`config.mk`:
```
export PLATFORM = sky130hd
export DESIGN_NAME = ccr_ram
export DESIGN_NICKNAME = d
export VERILOG_FILES = /design/src/rtl/ccr_ram.sv
export SDC_FILE = /design/constraint.sdc
export NUM_CORES = 1
export LEC_CHECK = 0
export BUFFER_PORTS_ARGS = -buffer_cell sky130_fd_sc_hd__buf_2
export CAP_MARGIN = 20
export CORE_ASPECT_RATIO = 0.5
export CORE_MARGIN = 2
export CORE_UTILIZATION = 30
export DETAILED_ROUTE_END_ITERATION = 7
export PLACE_DENSITY = 0.53
export SYNTH_ARGS = -nofsm -noshare
export SYNTH_HDL_FRONTEND = slang
export SYNTH_SLANG_ARGS = --single-unit
export TNS_END_PERCENT = 1
```
`constraint.sdc`:
```
create_clock -name clk_i -period 3.77 [get_ports clk_i]
set_clock_uncertainty 0.15 [all_clocks]
set_input_delay 0.754 -clock clk_i [delete_from_list [all_inputs] [get_ports clk_i]]
set_output_delay 0.754 -clock clk_i [all_outputs]
set_load 0.01 [all_outputs]
```
`src/rtl/ccr_ram.sv`:
```
`default_nettype none
module ccr_ram #(
  parameter int unsigned Width = 20,
  parameter int unsigned Depth = 64
) (
  input  wire logic                     clk_i,
  input  wire logic                     we_i,
  input  wire logic [$clog2(Depth)-1:0] waddr_i,
  input  wire logic [Width-1:0]         wdata_i,
  input  wire logic [$clog2(Depth)-1:0] raddr_i,
  output logic [Width-1:0]              rdata_o
);
  logic [Width-1:0] mem_q [Depth];
  always_ff @(posedge clk_i) begin
    if (we_i) mem_q[waddr_i] <= wdata_i;
    rdata_o <= mem_q[raddr_i];
  end
endmodule
`default_nettype wire

```
Yosys cells after proc, flatten, opt, wreduce, memory -nomap -nowiden. Memory sizes are Yosys's and may differ from the RTL's. A register that Yosys moved wholly into a read port is not among the register bits. Cells that the tools add are included.

Bits in registers: 0. Memory bits (writable): 1280. Output and inout port bits: 20. Memories: 1.

Memories: mem_q (depth 64, bits a word 20, read ports 1, clocked after Yosys merged registers in 1, wr ports 1, RTL line 13) `logic [Width-1:0] mem_q [Depth];`.

Multiplexer cells: 2.

Operators with widths (number): $mux 1 (2).

Logic depth before layout (Yosys ltp). Gate-level depths: netlist of run 1.

Depth in word-level cells: 2. Gate-level depth with buffers: 10. Depth with buffers taken out: 5.

Worst setup path before layout of run 1. No wires, ideal clock.

Kind: in2reg. Start point: in waddr_i[3]. End point: mem mem_q[48][0], enable pin. Library setup time: 0.422 ns. Arrival time: 2.674 ns. Required time: 3.198 ns. Setup slack: 0.524 ns. Stages: 4. Buffers on the path: 1. Cell sequence: clkbuf_1 -> nor2b_1 -> nand4b_1 -> nor3_1.

RTL lines: from (decl) (RTL line 8) `input wire logic [$clog2(Depth)-1:0] waddr_i,`; to (decl) (RTL line 13).

No word-level cell before the write port.

==> impl_metrics.tcl, run 1 <==
set metrics [dict create \
    r2r_slack_ps 1380 \
    cp.required_ps 4300 \
    yosys.area.top_type "edfxtp_1" \
    crit_path_end_kind "flip-flop" \
    fin_ws_ps 868 \
    maxCapViolCount 0 \
    clkTransAtPathRegs_ps 60 \
    synth-seq-cells 1300 \
    drive_gt1_share_pct 29.9 \
    timing.setup.tns_ps 0 \
    die_h_um 291 \
    grt_usage_pct 14.9 \
    power_mw 30.5 \
    worstPathMaxFanout 29 \
    dp.cells 4550 \
    fin_cells 4797 \
    drt_wl_total_um 126000 \
    dr.pass1.iters 5 \
    ant_nets 0 \
    drc 0 \
    pre_cts_ws_ps 114 \
    io_pins 54 \
    routed_via_density 4.95 \
    place.gp.congestion 0.774 \
    status "finished clean" \
    p_int_mw 24.1 \
    num_rows 105 \
    syn_nets 2277 \
    cts_tree "yes" \
    fp.dieW_um 578 \
    core_area_sq_um 164000 \
    finalSetupViolations 0 \
    combPwrFrac_pct 5.2 \
    slew_headroom_pct 30.1 \
    dp_hpwl_um 75600 \
    start_util_pct 30.2 \
    worstSetupPathType "in2reg" \
    yosysMostFrequentCell "edfxtp_1" \
    synth.top_cell.area_share_pct 77.7 \
    clkLatencyLatePin_ps 740 \
    synth.distinct_cells 36 \
    grt_max_degree 65 \
    tightestPinTransition_ps 1050 \
    syn_area_per_cell_sq_um 22.1 \
    cts_buffers 135 \
    leakagePower_nw 18.5 \
    cts_sinks 1300 \
    p_seq_share_pct 52.6 \
    holdPathEnd "mem_q[35][11]" \
    cts_setup_buffers 0 \
    rr_startpoint "mem_q[35][7]" \
    rr_worst_depth 5 \
    htreeDepth 4 \
    holdPathStages 1 \
    postSynthCellCount 2243 \
    nets 2531 \
    port_buffers 53 \
    async_flop_share_pct 0 \
    fin_crit_sh_pct 77.0 \
    synthFlopType "edfxtp_1" \
    postCtsHoldBufs 0 \
    rsz0062_at_grt "false" \
    cellPowerDensity_nw_per_um2 525 \
    root_buffer "clkbuf_16" \
    yosys-top-cells-count "edfxtp_1, mux4_2, mux2i_1, nor2_1, a22oi_1" \
    antenna_found_initial 15 \
    critPathArrivalTime_ps 3430 \
    vias 23700 \
    ys_seq_area_share_pct 78.5 \
    worstHoldStart "wdata_i[11]" \
    max_freq_mhz 345 \
    period_needed_ps 2900 \
    dieArea_sq_um 168000 \
    drv_slew 0 \
    wl_per_cell_um 26.3 \
    grt_pass1_wl_um 180000 \
    drt_iter0_markers 2459 \
    power.share.clock_pct 42.2 \
    switchingPower_mw 6.46 \
    synth.area.top_cells "edfxtp_1, mux4_2, mux2i_1" \
    grt_remaining_overflow 0 \
    grt_pass1_vias 23900 \
    ir_drop_v 0.000343 \
    hp-class "in2reg" \
    cts_buffer_depth 3 \
    area_growth_pct 17.5 \
    swShare_pct 21.2 \
    synth_edf_count 1280 \
    cts_resized 0 \
    hold_viol 0 \
    synth_area_sq_um 49500 \
    r2r-end "rdata_o[7]" \
    yosys_warnings 0 \
    worstSetupStartpointType "primary input" \
]
==> placed cells by master (no fill, tap or decap), drive strengths merged, types with 12 or more instances in the layout <==
cell type	count
o31ai	15
edfxtp	1280
and3	16
nand2	12
a21o	15
mux2i	184
o21ai	32
a31oi	32
nor2	74
clkinv	48
a22oi	64
dfxtp	20
o22ai	52
buf	244
mux4	264
clkbuf	170
==> critical path: stages <==
cell and delay [ps]:
buf_8 330, buf_4 470, nand2b_1 410, o22ai_1 270
o31ai_1 900, and3_1 250
==> flip-flops by register name (all words and copies together), names as in the netlist <==
| register | flops |
|---|---|
| mem_q | 1280 |
| rdata_o | 20 |
==> per-layer routing <==
layer	GRT usage, %	vias up	part of all wire (%)
li1	-	10000	-
met1	21.4	12900	45
met2	24.0	673	48
met3	1.98	143	5.2
met4	3.81	0	1.8
met5	0	-	0
==> how the worst max path moves through the flow <==
| stage | from | end | slack, ps | depth (start not counted) |
|---|---|---|---|---|
| CTS | raddr_i[0] | rdata_o[15] | 900 | 6 |
| detailed placement | raddr_i[0] | rdata_o[15] | 110 | 6 |
| global placement | raddr_i[0] | rdata_o[2] | 110 | 7 |
| floorplan | waddr_i[3] | mem_q[48][0] | 520 | 4 |
| finish | raddr_i[0] | rdata_o[15] | 870 | 6 |
| global route | raddr_i[0] | rdata_o[15] | 730 | 6 |
==> cell type report <==
type,instances,area [sq um]
well taps,2193,2740
multi-input cells,814,10200
repair buffers,245,2190
diodes,4,10.0
flip-flops and latches,1300,38800
clock inverters,71,624
clock buffers,169,3610
inverters,1,3.75
fillers,15100,106000
==> per-stage QoR <==
| step | hold WS [ps] | cell area [sq um] | util (%) |
|---|---|---|---|
| after global routing | 115 | 58200 | 35.5 |
| after detailed placement | 603 | 53900 | 32.9 |
| after CTS | 83.0 | 58100 | 35.4 |
| after global placement | 602 | 53800 | 32.8 |
| after floorplan | 529 | 49500 | - |
| final | 134 | 58200 | 35.5 |
==> power groups by stage <==
| stage | sequential, mW | clock [mW] | combinational (mW) |
|---|---|---|---|
| after floorplan | 16.3 | 0 | 0.775 |
| after global placement | 16.4 | 0 | 1.58 |
| after detailed placement | 16.4 | 0 | 1.60 |
| after CTS | 16.1 | 13.1 | 1.60 |
| after global routing | 16.1 | 13.7 | 1.68 |
| final | 16.1 | 12.9 | 1.58 |
==> logic make-up after synthesis <==
kind of cell	share of synthesized area [%]
AO/OA/AOI/OAI	2.96
buffers and inverters	1.37
flip-flops	78.5
multiplexers	15.9
AND/OR/NAND/NOR	1.33
Note: power is estimated with default switching activity, not from simulation.
==> inputs of run 2 (changes only) <==
Settings changed: PLACE_DENSITY 0.53 to 0.54.
Clock period 3.77 ns to 2.6 ns, I/O delays scaled along.
==> impl_metrics.tcl, run 2 (synthesis gave the netlist of run 1 again) <==
set metrics [dict create \
    status "finished clean" \
    root_buffer "clkbuf_16" \
    worstSetupPathType "in2reg" \
    period_needed_ps 2540 \
    holdPathStages 1 \
    fin_crit_sh_pct 97.7 \
    cp.required_ps 3120 \
    drv_slew 0 \
    fin_ws_ps 59.1 \
    drc 0 \
    area_growth_pct 21.5 \
    clkLatencyLatePin_ps 740 \
    clkTransAtPathRegs_ps 60 \
    rsz0062_at_grt "false" \
    die_h_um 291 \
    cts_setup_buffers 0 \
    slew_headroom_pct 30.8 \
    grt_pass1_wl_um 186000 \
    crit_top_cell "buf_12" \
    critPathMaxStageDelay_ps 890 \
    io_pins 54 \
    holdPathEnd "mem_q[6][7]" \
    cts_tree "yes" \
    port_buffers 53 \
    layout_common_cells "edfxtp_1, mux4_2, buf_4, mux2i_1, clkbuf_16" \
    ant_nets 0 \
    drive_gt1_share_pct 33.3 \
    top_register "mem_q" \
    vias 24600 \
    grt_pass1_vias 25400 \
    maxCapViolCount 0 \
    grt_usage_pct 15.5 \
    drt_iter0_markers 2455 \
    dp_hpwl_um 80500 \
    htreeDepth 4 \
    finalSetupViolations 0 \
    rr_worst_depth 6 \
    dr.pass1.iters 5 \
    hold_slack_ps 69.6 \
    timing.setup.tns_ps 0 \
    tightestPinTransition_ps 1030 \
    cts_sinks 1300 \
    final_common_cell "edfxtp_1" \
    cts_buffers 132 \
    grt_max_degree 65 \
    r2r_slack_ps 190 \
    top_regs "mem_q: 1280 flops, rdata_o: 20 flops" \
    leakagePower_nw 19.5 \
    ir_drop_v 0.000692 \
    r2r-end "rdata_o[15]" \
    core_area_sq_um 164000 \
    max_freq_mhz 394 \
    largest_reg_flops 1280 \
    dieArea_sq_um 168000 \
    num_rows 105 \
    critPathSlowestCell "o31ai_1" \
    critPathArrivalTime_ps 3060 \
    worstPathMaxFanout 22 \
    place.gp.congestion 0.797 \
    grt_remaining_overflow 0 \
    drt_wl_total_um 131000 \
    wl_per_cell_um 26.4 \
    routed_via_density 4.98 \
    start_util_pct 30.2 \
    worstHoldStart "wdata_i[7]" \
    hold_viol 0 \
    cts_resized 0 \
    fp.dieW_um 578 \
    crit_path_end_kind "flip-flop" \
    nets 2690 \
    postCtsHoldBufs 0 \
    worstSetupStartpointType "primary input" \
    cts_buffer_depth 3 \
    cp_cell_sequence "clkbuf_8 > buf_12 > nand3b_1 > buf_12 > o22ai_1 > buf_4 > a21o_1 > o31ai_1 > and3_1" \
    crit_start "raddr_i[1]" \
    pre_cts_ws_ps -690 \
    cellPowerDensity_nw_per_um2 723 \
    rr_startpoint "mem_q[35][15]" \
    antenna_found_initial 7 \
    hp-class "in2reg" \
]
-- run 2: cell count changes in the layout (fill, tap and decap cells not counted), sizes merged --
cell	previous run	this run
buf	244	406
bufinv	10	3
clkinvlp	10	3
clkinv	48	45
inv	4	6
clkbuf	170	171
diode	4	5
-- run 2: critical path, delay by kind of cell --
| kind | cells | cell delay, ps |
|---|---|---|
| and+or+nand+nor | 2 | 470 |
| buffers and inverters | 4 | 780 |
| AOI/OAI and AO/OA | 3 | 1210 |
-- run 2: per-layer routing --
layer  GRT usage (%)  vias to the layer above  routed length, um
met5               0                        -                  0
li1                -                    10300                  -
met2            25.6                      812              64000
met3            2.82                      187               8670
met1            20.8                    13300              54600
met4            5.16                        0               3500
-- run 2: area by class of cell --
type	count	area, sq um
clock inverters	56	353
multi-input cells	814	10200
repair buffers	407	4430
clock buffers	170	3570
well taps	2193	2740
fillers	14900	104000
inverters	1	3.75
flip-flops and latches	1300	38800
diodes	5	12.5
-- run 2: per-stage QoR --
stage / area, sq um / power (mW) / util, % / cells
after global routing: 60100 / 44.8 / 36.7 / 4942
final: 60100 / 43.5 / 36.7 / 4946
after CTS: 60100 / 43.9 / 36.7 / 4941
after detailed placement: 56200 / 26.3 / 34.3 / 4715
after floorplan: 49500 / 24.8 / - / 2243
after global placement: 56200 / 26.3 / 34.3 / 4715
-- run 2: where the power goes --
group	internal [mW]	switching, mW
Combinational	1.10	1.50
Clock	9.95	7.65
Sequential	23.2	0.0730
-- run 2: worst max-delay path by stage --
stage,endpoint,depth (start not counted),slack [ps]
2_1_floorplan,mem_q[49][0],4,-410
3_3_place_gp,rdata_o[15],9,-650
3_5_place_dp,rdata_o[15],9,-690
4_1_cts,rdata_o[15],9,120
5_1_grt,rdata_o[15],9,50
6_report,rdata_o[15],9,60
==> inputs of run 3 (changes only) <==
Settings changed: CORE_ASPECT_RATIO 0.5 to 1.4, GPL_ROUTABILITY_DRIVEN set to 0.
==> impl_metrics.tcl, run 3 (synthesis gave the netlist of run 1 again) <==
set metrics [dict create \
    worstPathMaxFanout 21 \
    drc 0 \
    core_area_sq_um 164000 \
    rsz0062_at_grt "false" \
    wl_per_cell_um 26.8 \
    maxCapViolCount 0 \
    final_common_cell "edfxtp_1" \
    grt_remaining_overflow 0 \
    top_regs "mem_q: 1280 flops, rdata_o: 20 flops" \
    slew_headroom_pct 36.1 \
    htreeDepth 3 \
    port_buffers 53 \
    critPathSlowestCell "mux4_2" \
    critPathMaxStageDelay_ps 490 \
    p_seq_share_pct 53.6 \
    dp.cells 4669 \
    regArea_sq_um 38800 \
    drt_iter0_markers 2147 \
    clkTransAtPathRegs_ps 70 \
    drt_wl_total_um 131000 \
    top_register "mem_q" \
    swShare_pct 21.2 \
    cts_buffer_depth 3 \
    cts_buffers 116 \
    routed_via_density 4.91 \
    ant_nets 0 \
    p_int_mw 34.2 \
    fin_crit_sh_pct 93.4 \
    switchingPower_mw 9.19 \
    ir_drop_v 0.000464 \
    hp-class "in2reg" \
    fp.dieW_um 347 \
    grt_max_degree 65 \
    die_h_um 485 \
    leakagePower_nw 19.5 \
    dp_hpwl_um 84200 \
    largest_reg_flops 1280 \
    cts_sinks 1300 \
    hold_viol 0 \
    crit_buf_inv 3 \
    crit_path_end_kind "flip-flop" \
    start_util_pct 30.2 \
    finalSetupViolations 0 \
    cp.required_ps 3050 \
    worstSetupPathType "in2reg" \
    grt_pass1_wl_um 186000 \
    root_buffer "clkbuf_16" \
    power.share.clock_pct 40.4 \
    postPlaceCellArea_sq_um 56300 \
    dr.pass1.iters 5 \
    io_pins 54 \
    postCtsHoldBufs 0 \
    period_needed_ps 2430 \
    drive_gt1_share_pct 34.3 \
    tightestPinTransition_ps 959 \
    antenna_found_initial 16 \
    grt_usage_pct 15.5 \
    cellPowerDensity_nw_per_um2 720 \
    cts_tree "yes" \
    critPathArrivalTime_ps 2880 \
    fin_cells 4888 \
    cts_resized 0 \
    stdcell_area_sq_um 60200 \
    final_util_pct 36.7 \
    cts_setup_buffers 0 \
    max_freq_mhz 412 \
    cp_cell_sequence "buf_8 > buf_12 > buf_4 > mux4_2 > mux2i_1 > a21o_1 > o31ai_1 > and3_1" \
    fill_cells 14700 \
    status "finished clean" \
    drv_slew 0 \
    grt_pass1_vias 25600 \
    vias 24000 \
    num_rows 176 \
    nets 2686 \
    hold_slack_ps 112 \
    multi_input_area_sq_um 10200 \
    timing.setup.tns_ps 0 \
    layout_common_cells "edfxtp_1, mux4_2, buf_4, mux2i_1, buf_12" \
    clkLatencyLatePin_ps 740 \
    critPathTopFamily "multiplexers" \
    area_growth_pct 21.7 \
    dieArea_sq_um 168000 \
    worstSetupStartpointType "primary input" \
    combPwrFrac_pct 6.0 \
]
## run 3: cell count changes in the layout (fill, tap and decap cells not counted), moves of 4 or more
| cell | delta |
|---|---|
| buf_12 | +10 |
| bufinv_16 | +12 |
| clkbuf_1 | -15 |
| clkbuf_16 | -19 |
| clkinv_1 | -10 |
| clkinv_2 | +4 |
| clkinvlp_4 | +11 |
## run 3: worst paths after layout
path              endpoint           from  slack (ps)  cells after the start
min reg2reg     rdata_o[0]   mem_q[58][0]         780                      5
max            rdata_o[15]     raddr_i[0]         170                      8
max reg2reg    rdata_o[15]  mem_q[32][15]         300                      5
min          mem_q[53][12]    wdata_i[12]         110                      1
## run 3: power by group through the flow
stage | clock network (mW) | registers (mW) | logic (mW)
global placement | 0 | 23.7 | 2.59
global route | 18.7 | 23.3 | 2.75
finish | 17.5 | 23.3 | 2.59
detailed placement | 0 | 23.7 | 2.64
CTS | 17.9 | 23.3 | 2.64
floorplan | 0 | 23.7 | 1.12
## run 3: per-stage QoR
step | total power [mW] | setup slack (ps)
floorplan | 24.8 | -406
global placement | 26.3 | -849
detailed placement | 26.4 | -582
CTS | 43.8 | 229
global route | 44.7 | 198
finish | 43.4 | 171
## run 3: routing by layer
layer,vias to the layer above,routed length (um),global-route usage [%]
met5,-,56,0
met4,8,4360,5.73
met3,155,6350,2.54
met2,651,69200,28.1
met1,12900,51000,18.4
li1,10300,-,-
## run 3: final cells by class
cell class / count / area share, %
multi-input cells: 814 / 16.9
diodes: 2 / 0.00831
inverters: 1 / 0.00623
flip-flops and latches: 1300 / 64.5
well taps: 2136 / 4.44
clock buffers: 136 / 5.05
repair buffers: 419 / 7.71
clock inverters: 80 / 1.42
