<file path="src/rtl/ccr_pkg.sv">
`default_nettype none
package ccr_pkg;
  localparam int unsigned PosW = 20;
  localparam int unsigned RegW = 12;
  localparam int unsigned CfgIdxW = 8;
  localparam logic [CfgIdxW-1:0] RegWidth = 8'd0;
  localparam logic [CfgIdxW-1:0] RegHeight = 8'd1;
  localparam logic [RegW-1:0] WidthReset = 12'd800;
  localparam logic [RegW-1:0] HeightReset = 12'd600;

  typedef struct packed {
    logic [PosW-1:0] x;
    logic [PosW-1:0] y;
    logic            last;
  } ball_t;

  // request/response between sequencer and the shared divide/sqrt unit
  typedef struct packed {
    logic        start;
    logic        is_sqrt;
    logic [41:0] num;
    logic [41:0] den;
  } du_req_t;

  typedef struct packed {
    logic        done;
    logic [41:0] res;
  } du_rsp_t;
endpackage
`default_nettype wire

</file>
<file path="src/rtl/ccr_divsqrt.sv">
`default_nettype none
module ccr_divsqrt (
  input  wire logic clk_i,
  input  wire logic rst_ni,
  input  ccr_pkg::du_req_t req_i,
  output ccr_pkg::du_rsp_t rsp_o
);
  import ccr_pkg::*;
  // restoring divide or digit-by-digit sqrt, one bit per cycle
  logic        busy_q, busy_d, sq_q, sq_d;
  logic [5:0]  cnt_q, cnt_d;
  logic [41:0] rem_q, rem_d, num_q, num_d, den_q, den_d, res_q, res_d, bit_q, bit_d;
  logic        done_q, done_d;
  logic [42:0] trial;
  logic [41:0] sq_sum;

  assign sq_sum = res_q + bit_q;
  assign trial = {rem_q[41:0], num_q[41]} - {1'b0, den_q};

  always_comb begin
    busy_d = busy_q; sq_d = sq_q; cnt_d = cnt_q; rem_d = rem_q; num_d = num_q;
    den_d = den_q; res_d = res_q; bit_d = bit_q; done_d = 1'b0;
    if (req_i.start) begin
      busy_d = 1'b1; sq_d = req_i.is_sqrt; num_d = req_i.num; den_d = req_i.den;
      rem_d = '0; res_d = '0; cnt_d = 6'd42;
      bit_d = 42'd1 << 40;
      if (req_i.is_sqrt) begin
        rem_d = req_i.num; cnt_d = 6'd21;
      end
    end else if (busy_q) begin
      if (sq_q) begin
        if (rem_q >= sq_sum) begin
          rem_d = rem_q - sq_sum; res_d = (res_q >> 1) + bit_q;
        end else begin
          res_d = res_q >> 1;
        end
        bit_d = bit_q >> 2;
      end else begin
        num_d = num_q << 1;
        if (!trial[42]) begin
          rem_d = trial[41:0]; res_d = {res_q[40:0], 1'b1};
        end else begin
          rem_d = {rem_q[40:0], num_q[41]}; res_d = {res_q[40:0], 1'b0};
        end
      end
      cnt_d = cnt_q - 6'd1;
      if (cnt_q == 6'd1) begin
        busy_d = 1'b0; done_d = 1'b1;
      end
    end
  end

  always_ff @(posedge clk_i or negedge rst_ni) begin
    if (!rst_ni) begin
      busy_q <= 1'b0; done_q <= 1'b0; cnt_q <= '0;
    end else begin
      busy_q <= busy_d; done_q <= done_d; cnt_q <= cnt_d;
    end
  end

  always_ff @(posedge clk_i) begin
    sq_q <= sq_d; rem_q <= rem_d; num_q <= num_d; den_q <= den_d;
    res_q <= res_d; bit_q <= bit_d;
  end

  assign rsp_o.done = done_q;
  assign rsp_o.res = res_q;
endmodule
`default_nettype wire

</file>
<file path="config.mk">
export PLATFORM = sky130hd
export DESIGN_NAME = ccr_divsqrt
export DESIGN_NICKNAME = d
export VERILOG_FILES = /design/src/rtl/ccr_pkg.sv /design/src/rtl/ccr_divsqrt.sv
export SDC_FILE = /design/constraint.sdc
export NUM_CORES = 1
export LEC_CHECK = 0
export ABC_AREA = 1
export BUFFER_PORTS_ARGS = -buffer_cell sky130_fd_sc_hd__buf_2
export CAP_MARGIN = 20
export CORE_MARGIN = 10
export CORE_UTILIZATION = 40
export CTS_BUF_LIST = sky130_fd_sc_hd__clkbuf_8
export DETAILED_ROUTE_END_ITERATION = 10
export SETUP_SLACK_MARGIN = 0.02
export SLEW_MARGIN = 40
export SYNTH_ARGS = -nofsm -noshare
export SYNTH_HDL_FRONTEND = slang
export SYNTH_SLANG_ARGS = --single-unit
</file>
<file path="constraint.sdc">
create_clock -name clk_i -period 7.4 [get_ports clk_i]
set_clock_uncertainty 0.15 [all_clocks]
set_input_delay 0.74 -clock clk_i [delete_from_list [all_inputs] [get_ports clk_i]]
set_output_delay 0.74 -clock clk_i [all_outputs]
set_load 0.03 [all_outputs]
</file>
== Word level (Yosys, flattened, before mapping) ==
Cells that the tools add are included.
Storage, ports and cells
  ROM bits: 0
  bits in latches: 0
  register bits: 198
  input port bits: 88
  word-level logic and storage cells: 43
  memory bits (writable): 0
  memories: 0
Operators by class
  multipliers: 0
  $lt $le $gt $ge: 1
  reduce and logical (&&, ||, !) cells: 4
  eq/ne operators: 3
  shift operators: 0
  $add $sub $neg: 5
  multiplexer cells: 21
  bitwise operators: 0
  div/mod/pow operators: 0
Operators by type and width (number)
  $mux W42: 11
  $sub A43 B42 Y43: 1
  $add A41 B41 Y42: 1
  $add A42 B41 Y42: 1
  $ge A42 B42 Y1: 1
  $sub A42 B42 Y42: 1
  $mux W6: 3
  $mux W1: 7
  $eq A6 B1 Y1 const B: 1
  $reduce_and A2 Y1: 3
  $sub A6 B1 Y6 const B: 1
  $ne A3 B2 Y1 const B: 1
  $ne A2 B2 Y1 const B: 1
  $reduce_bool A2 Y1: 1

== Depth between registers and ports, before layout ==
Gate-level depths: netlist of the first run.
  depth after elaboration: 6
  mapped depth: 30

== Least setup slack after synthesis of the first run ==
OpenSTA, ideal clock, no wires.
  path type: register to register
  from: reg res_q[0]
  to: reg rem_q[0], enable pin
  buffers on the path: 1
  path slack: 1352 ps
  cell stages (with the launch flop): 25
  arrival: 5431 ps
  cells stage by stage: dfxtp_1 -> ha_1 -> ha_1 -> nand2_1 -> a21oi_1 -> o21ai_0 -> o21ai_0 -> nand2_1 -> nand2_1 -> nand2_1 -> nand2_1 -> a21oi_1 -> xor2_1 -> ha_1 -> nand2_1 -> nor2_1 -> inv_2 -> nor3_2 -> nand2_1 -> nor2_1 -> nand2_1 -> nand4_2 -> inv_2 -> buf_2 -> a31oi_1
On the way
  word-level cells in the longest chain between the ends: 4
RTL lines
  start, declared: line ccr_divsqrt.sv:12  | logic [41:0] rem_q, rem_d, num_q, num_d, den_q, den_d, res_q, res_d, bit_q, bit_d;
  start signal, assigned: line ccr_divsqrt.sv:63  | res_q <= res_d; bit_q <= bit_d;
  $add A42 B41 Y42: line ccr_divsqrt.sv:17  | assign sq_sum = res_q + bit_q;
  $ge A42 B42 Y1: line ccr_divsqrt.sv:32  | if (rem_q >= sq_sum) begin
  $ne A3 B2 Y1 (no line)
  $reduce_and A2 Y1 (no line)
  end signal, assigned: line ccr_divsqrt.sv:62  | sq_q <= sq_d; rem_q <= rem_d; num_q <= num_d; den_q <= den_d;
  end, declared: line ccr_divsqrt.sv:12
No other way between the ends.
A chain may end at the register's enable or synchronous reset.

== Final worst setup path of the first run ==
  from: reg res_q[0]
  to: reg rem_q[35], enable pin
The elaborated chain is that of the path after synthesis.

==> run metrics, run 1 <==
status complete, no violations; CTS tree built; # IOs 131; DRT antenna net count 0; Initial Utilization around two fifths; top cells by count, synth nand2_1, inv_1, nor2_1, nand3_1, a21oi_1; HPWL Detailed 57300 µm; Final Max Slew Viols 0; initial antenna violation count 1; Crit. End Element flip-flop; static leakage 0.0103 µW; Crit path top cell by count nand2_1; CP max FO 42; Tmin final 5.33 ns; wire per inst 18.3 µm; post-CTS resize count 0; Final #Nets between 3000 and 4000; DRT Pass-1 Iters 6; top-area cell type share of the netlist area 21.3%; Critical Path End rem_q[35]$_DFFE_PP_; Post-synth ARST share 4.04%; Hold/Removal Path Class primary input to flip-flop; compound-cell area share of the yosys netlist between 10 and 15%; Max Cap Viol 0; mux cell area share after synthesis 0%; Worst R2R Setup Slack 2.07 ns; # Post-CTS Setup Buffers 0; Synth area leaders nand2_1, edfxtp_1, inv_1; crit-path cells ha_1, ha_1, nand2_1, a21oi_1, o21ai_0, o21ai_0, nand2_1, nand2_1, nand2_1, nand2_1, a21oi_1, xor2_1, ha_1, nand2_1, nor2_1, nand2_1, nor2_1, nand4_1, nand4_2, inv_2, a31oi_4, buf_4; Simple-Gate Fraction of Synth Area about 37%; Yosys cell types 53; WL final 70900 µm; number of H-tree levels 4; dominant delay contributor by cell family on the critical path simple AND/OR/NAND/NOR gates; total CTS buffers 17; RR Endpoint rem_q[35]$_DFFE_PP_; #FFs+latches synth slightly below 200; xor-xnor portion of the synthesized cell area 3.73%; worst stage delay on the critical path 0.48 ns; Fin. Hold Viols 0; Adder-Cell Fraction of Synth Area 8.56%; initial DRC count ~1600; clock transition at the registers of the reported paths between 0.1 and 0.15 ns; Buf/Inv on CP 2; overflow left after global routing 0; r2r startpoint res_q[0]$_SDFFE_PP0P_; CP Launch Point res_q[0]$_SDFFE_PP0P_; critical path type flip-flop to flip-flop; final weighted congestion in routability-driven placement around 0.98; slew margin rel. 49.8%; Vias 20400; Syn Area/Cell 6.18 µm²; clk root buf clkbuf_8; All-Layer GR Usage 24.4%; setup violators final 0; global-route wire length before repair 109000 µm; PortBufs 130; cts hold-fix bufs 1; Synth area leader nand2_1; number of synthesized flops with an enable pin 127; fin util 44.0%; CTS Sinks between 150 and 200; DIE AREA approximately 58000 µm²; power per cell area about 420 nW/µm²; cell with the most instances after synthesis nand2_1; hold_sp req_i[29]; routed vias/inst between 5 and 6; Layout area overhead 8.45%; Startpoint Class flip-flop; WHS approximately 0.14 ns; worst path arrival time 5.43 ns; Crit-path slowest cell buf_4; Worst Reg-to-Reg Cells 22; main combinational cell family by area after synthesis simple AND/OR/NAND/NOR gates; Max Fclk 0.188 GHz; fin crit share 72.0%; Ys Warns 0; CP required 7.50 ns; layout cells sized above 1 7.51%; Primary FF master, synth edfxtp_1; Die Y 241 µm; largest net degree at the start of global routing 73; critical path depth 22; Row Count 80; area of the mapped netlist 19500 µm²; IR drop worst, VDD 0.253 mV; Worst-Margin Slew 0.745 ns; Die W 241 µm; Post-Route Setup TNS 0 ns; clock buffer depth 2; worst skew pair latency 0.62 ns; Seq/Total Area, Yosys 27.1%; vias in the first global route 19900; RSZ-0062 raised after global routing no; Mapped Cells between 3000 and 4000; syn_nets 3367; total core area 47900 µm²; DRC 0
per-stage QoR:
| step | setup WS, ns | std cells | instance area (µm²) | power (µW) |
|---|---|---|---|---|
| 2_1_floorplan | 1.35 | 3147 | 19500 | 6340 |
| 3_3_place_gp | 2.14 | 3828 | 20700 | 7970 |
| 3_5_place_dp | 2.15 | 3828 | 20700 | 8000 |
| 4_1_cts | 2.11 | 3861 | 21100 | 8790 |
| 5_1_grt | 1.69 | 3864 | 21100 | 9720 |
| 6_report | 2.07 | 3864 | 21100 | 8870 |
worst reg2reg max path, stage by stage, from the launching register on:
cell     delay, ns
dfxtp_1       0.35
ha_1          0.22
ha_1          0.29
nand2_1       0.13
a21oi_1       0.07
o21ai_0       0.44
o21ai_0       0.23
nand2_1       0.11
nand2_1       0.08
nand2_1       0.07
nand2_1       0.10
a21oi_1       0.17
xor2_1        0.29
ha_1          0.27
nand2_1       0.12
nor2_1        0.26
nand2_1       0.14
nor2_1        0.16
nand4_1       0.15
nand4_2       0.15
inv_2         0.24
a31oi_4       0.22
buf_4         0.48
sequential cells by signal, summed over array words and instances, names as in the netlist:
| register | flops |
|---|---|
| den_q | 42 |
| num_q | 42 |
| rem_q | 42 |
| res_q | 42 |
| bit_q | 21 |
| cnt_q | 6 |
| busy_q | 1 |
| done_q | 1 |
| sq_q | 1 |
layout make-up:
| type | count | area [µm²] |
|---|---|---|
| Fill cell | 5243 | 26800 |
| Antenna cell | 1 | 2.50 |
| Clock buffer | 17 | 234 |
| Sequential cell | 198 | 5280 |
| Clock inverter | 15 | 155 |
| Inverter | 476 | 1790 |
| Tap cell | 615 | 769 |
| Multi-Input combinational cell | 2396 | 12100 |
| Timing Repair Buffer | 146 | 812 |
worst min path at each step:
stage | to | slack (ns) | cells after the start
after floorplan | busy_q$_DFF_PN0_ | 0.29 | 0
after global placement | num_q[3]$_DFFE_PP_ | 0.34 | 2
after detailed placement | num_q[37]$_DFFE_PP_ | 0.35 | 2
after CTS | den_q[29]$_DFFE_PP_ | 0.09 | 1
after global routing | den_q[28]$_DFFE_PP_ | 0.13 | 1
final | den_q[29]$_DFFE_PP_ | 0.14 | 1
routing by layer:
layer | share of wire (%) | vias up | track usage, %
met4 | 3.2 | 0 | 9.74
met5 | 0 | - | 0
met3 | 5.0 | 103 | 3.08
met1 | 44 | 9384 | 30.7
li1 | - | 10300 | -
met2 | 48 | 567 | 41.6
cells in the final DEF, fill, tap and decap left out, types with 8 or more instances in the layout:
master,n
nand2_1,1100
inv_1,465
nor2_1,291
nand3_1,236
a21oi_1,162
o21ai_0,151
ha_1,130
buf_2,129
edfxtp_1,127
dfxtp_1,63
xor2_1,58
nor3_1,33
nand4_1,26
xnor2_1,25
o22ai_1,24
nand2_2,20
a32oi_1,19
o21bai_1,17
clkbuf_8,17
nand3b_1,15
buf_4,13
a21o_1,12
inv_2,9
or2_2,9
nor2_2,8
nand3_2,8
dfrtp_1,8
cell families (layout without fill, tap and decap cells):
group | count (synthesis) | after routing
DFF | 198 | 198
other | 0 | 1
and+or+nand+nor | 1763 | 1763
xor gates and xnor gates | 83 | 83
buffers and inverters | 553 | 654
adders and majority gates | 132 | 132
AOI/OAI and AO/OA | 418 | 418
report_power, final:
group,switching [µW],internal (µW)
Clock,504,252
Sequential,441,1510
Combinational,4210,1950
No activity file was read; power rests on OpenSTA's default activity.
==> inputs of run 2 (changes only) <==
- clock period: 7.4 -> 4.7 ns (I/O delays scaled with it)
==> run 2 against run 1 <==
Effect of this change:
- total power up 65%
- critical path depth up 2
- largest power group unchanged
- global-route usage up 1.0 points
- cell area up 6.8%
- die area unchanged
- sequential power up 50%
- core utilization up 3.0 points
- highest routed layer unchanged
- final cell count up 3.5%
- via count up 3.6%
- clock-buffer cell count unchanged
- non-clock buffer count up 134
==> run metrics, run 2 (synthesized netlist as in run 1, its figures left out) <==
status complete, no violations; worst setup margin 0.236 ns (-1.83 ns); static leakage 0.0109 µW (+6.1%); Pwr Total 14700 µW (+65%); Row Count 80 (unchanged); wire per inst 18.7 µm (+1.9%); Final Max Slew Viols 0 (unchanged); clock transition at the registers of the reported paths 0.12 ns (about the same); fin crit share 95.0% (+23 points); worst path arrival time 4.63 ns (-0.80 ns); CTS tree built; overflow left after global routing 0 (unchanged); slew margin rel. 44.5% (-5.4 points); total CTS buffers 17 (unchanged); WL final 74700 µm (+5.4%); # IOs 131 (unchanged); fin util 47.0% (+3.0 points); pre-CTS setup slack 0.166 ns (-1.98 ns); global-route wire length before repair 114000 µm (+4.7%); Final #Nets 3589 (+3.9%); Crit. End Element flip-flop; commonest non-fill, non-tap cells in the layout nand2_1, inv_1, nor2_1; power per cell area 651 nW/µm² (+55%); Tmin final 4.46 ns (-0.867 ns); total core area 47900 µm² (unchanged); DRT Pass-1 Iters 8 (+2); largest net degree at the start of global routing 79 (+8.2%); All-Layer GR Usage 25.4% (+1.0 points); Layout area overhead 15.8%; vias in the first global route 20300 (+2.0%); critical path type flip-flop to flip-flop; DRT antenna net count 0 (unchanged); clk root buf clkbuf_8; Startpoint Class flip-flop; DRC 0 (unchanged); CTS Sinks 198 (unchanged); DIE AREA 57900 µm² (unchanged); Fin. Hold Viols 0 (unchanged); initial DRC count 1818 (+15%); Hold/Removal Path Class primary input to async pin; setup violators final 0 (unchanged); IR drop worst, VDD 0.325 mV (+29%); CP max FO 10 (-76%); final weighted congestion in routability-driven placement 0.988 (+0.48%); Worst-Margin Slew 0.833 ns (+0.0882 ns); routed vias/inst 5.27 (+0.12%); Die Y 241 µm (unchanged); Vias 21100 (+3.6%); initial antenna violation count 2 (+1); HPWL Detailed 59200 µm (+3.3%); PortBufs 130 (unchanged); CP required 4.87 ns (-2.63 ns); most common cell after layout, fill and taps aside nand2_1; number of H-tree levels 4 (unchanged); Initial Utilization 40.6% (unchanged); Max Fclk 0.224 GHz (+19%); worst skew pair latency 0.61 ns (about the same); Die W 241 µm (unchanged); Max Cap Viol 0 (unchanged); clock buffer depth 2 (unchanged); WHS 0.0757 ns (-0.0666 ns); layout cells sized above 1 9.82% (+2.3 points)
[run 2: cell types whose count changed in the layout (fill, tap and decap cells not counted), sizes merged]
cell         before  now
bufinv            0    1
dlygate4sd3       1   83
clkinvlp          1    5
clkbuf           17   20
buf             145  194
inv             484  477
diode             1    2
clkinv            6    7
[run 2: worst max-delay path, cell delays in order (launching register included)]
cell     delay [ns]
dfxtp_1        0.37
ha_1           0.38
nand3_1        0.10
nand2_1        0.14
nand3_1        0.09
nand2_1        0.14
nand2_1        0.06
nand2_1        0.21
a21oi_2        0.13
o21ai_2        0.17
a21oi_1        0.09
xor2_1         0.17
ha_1           0.39
nand2_1        0.07
inv_1          0.13
nand2_1        0.10
nor2_2         0.14
nand2_1        0.09
nor2_1         0.11
nand2_1        0.10
nand4_4        0.18
inv_2          0.08
a31oi_4        0.25
buf_12         0.17
buf_6          0.19
[run 2: per-stage QoR]
| stage | cells | TNS (ns) | area [µm²] |
|---|---|---|---|
| floorplan | 3147 | 0 | 19500 |
| global placement | 3866 | 0 | 21000 |
| detailed placement | 3866 | 0 | 21000 |
| CTS | 3980 | 0 | 22200 |
| global route | 3997 | -0.116 | 22500 |
| finish | 3998 | 0 | 22500 |
[run 2: worst paths after layout]
path / startpoint / endpoint / slack, ns / depth (start not counted)
max reg2reg: res_q[2]$_SDFFE_PP0P_ / rem_q[32]$_DFFE_PP_ / 0.24 / 24
max in group asynchronous: rst_ni / cnt_q[5]$_DFFE_PN0P_ / 4.14 / 2
min reg2reg: num_q[6]$_DFFE_PP_ / num_q[7]$_DFFE_PP_ / 0.37 / 2
min: rst_ni / done_q$_DFF_PN0_ / 0.08 / 2
min in group clk_i: req_i[64] / num_q[22]$_DFFE_PP_ / 0.08 / 3
max: res_q[2]$_SDFFE_PP0P_ / rem_q[32]$_DFFE_PP_ / 0.24 / 24
[run 2: per-layer routing]
layer  GRT usage (%)  wire, µm  vias up
li1                -         -    10600
met4            9.82      2640        0
met3            3.10      3860      133
met2            43.6     36000      648
met1            32.0     32200     9747
met5               0         0        -
[run 2: layout make-up]
type	instances	area, µm²
Tap cell	615	769
Clock buffer	17	234
Sequential cell	198	5280
Antenna cell	2	5.00
Clock inverter	14	145
Timing Repair Buffer	280	2100
Inverter	476	1790
Fill cell	5070	25400
Multi-Input combinational cell	2396	12200
[run 2: what timing repair did]
item | 4_1_cts | 5_1_grt
buffers inserted | 0 | 10
setup endpoints to repair | 0 | 97
resized for setup | 0 | 59
hold buffers | 83 | 0
endpoints found under the hold margin | 109 | 0
[run 2: power breakdown]
| part | leakage, µW | internal, µW | switching [µW] | total (µW) |
|---|---|---|---|---|
| Sequential | 0.00193 | 2370 | 547 | 2920 |
| Clock | 0.000177 | 429 | 727 | 1160 |
| Combinational | 0.00880 | 3530 | 7070 | 10600 |
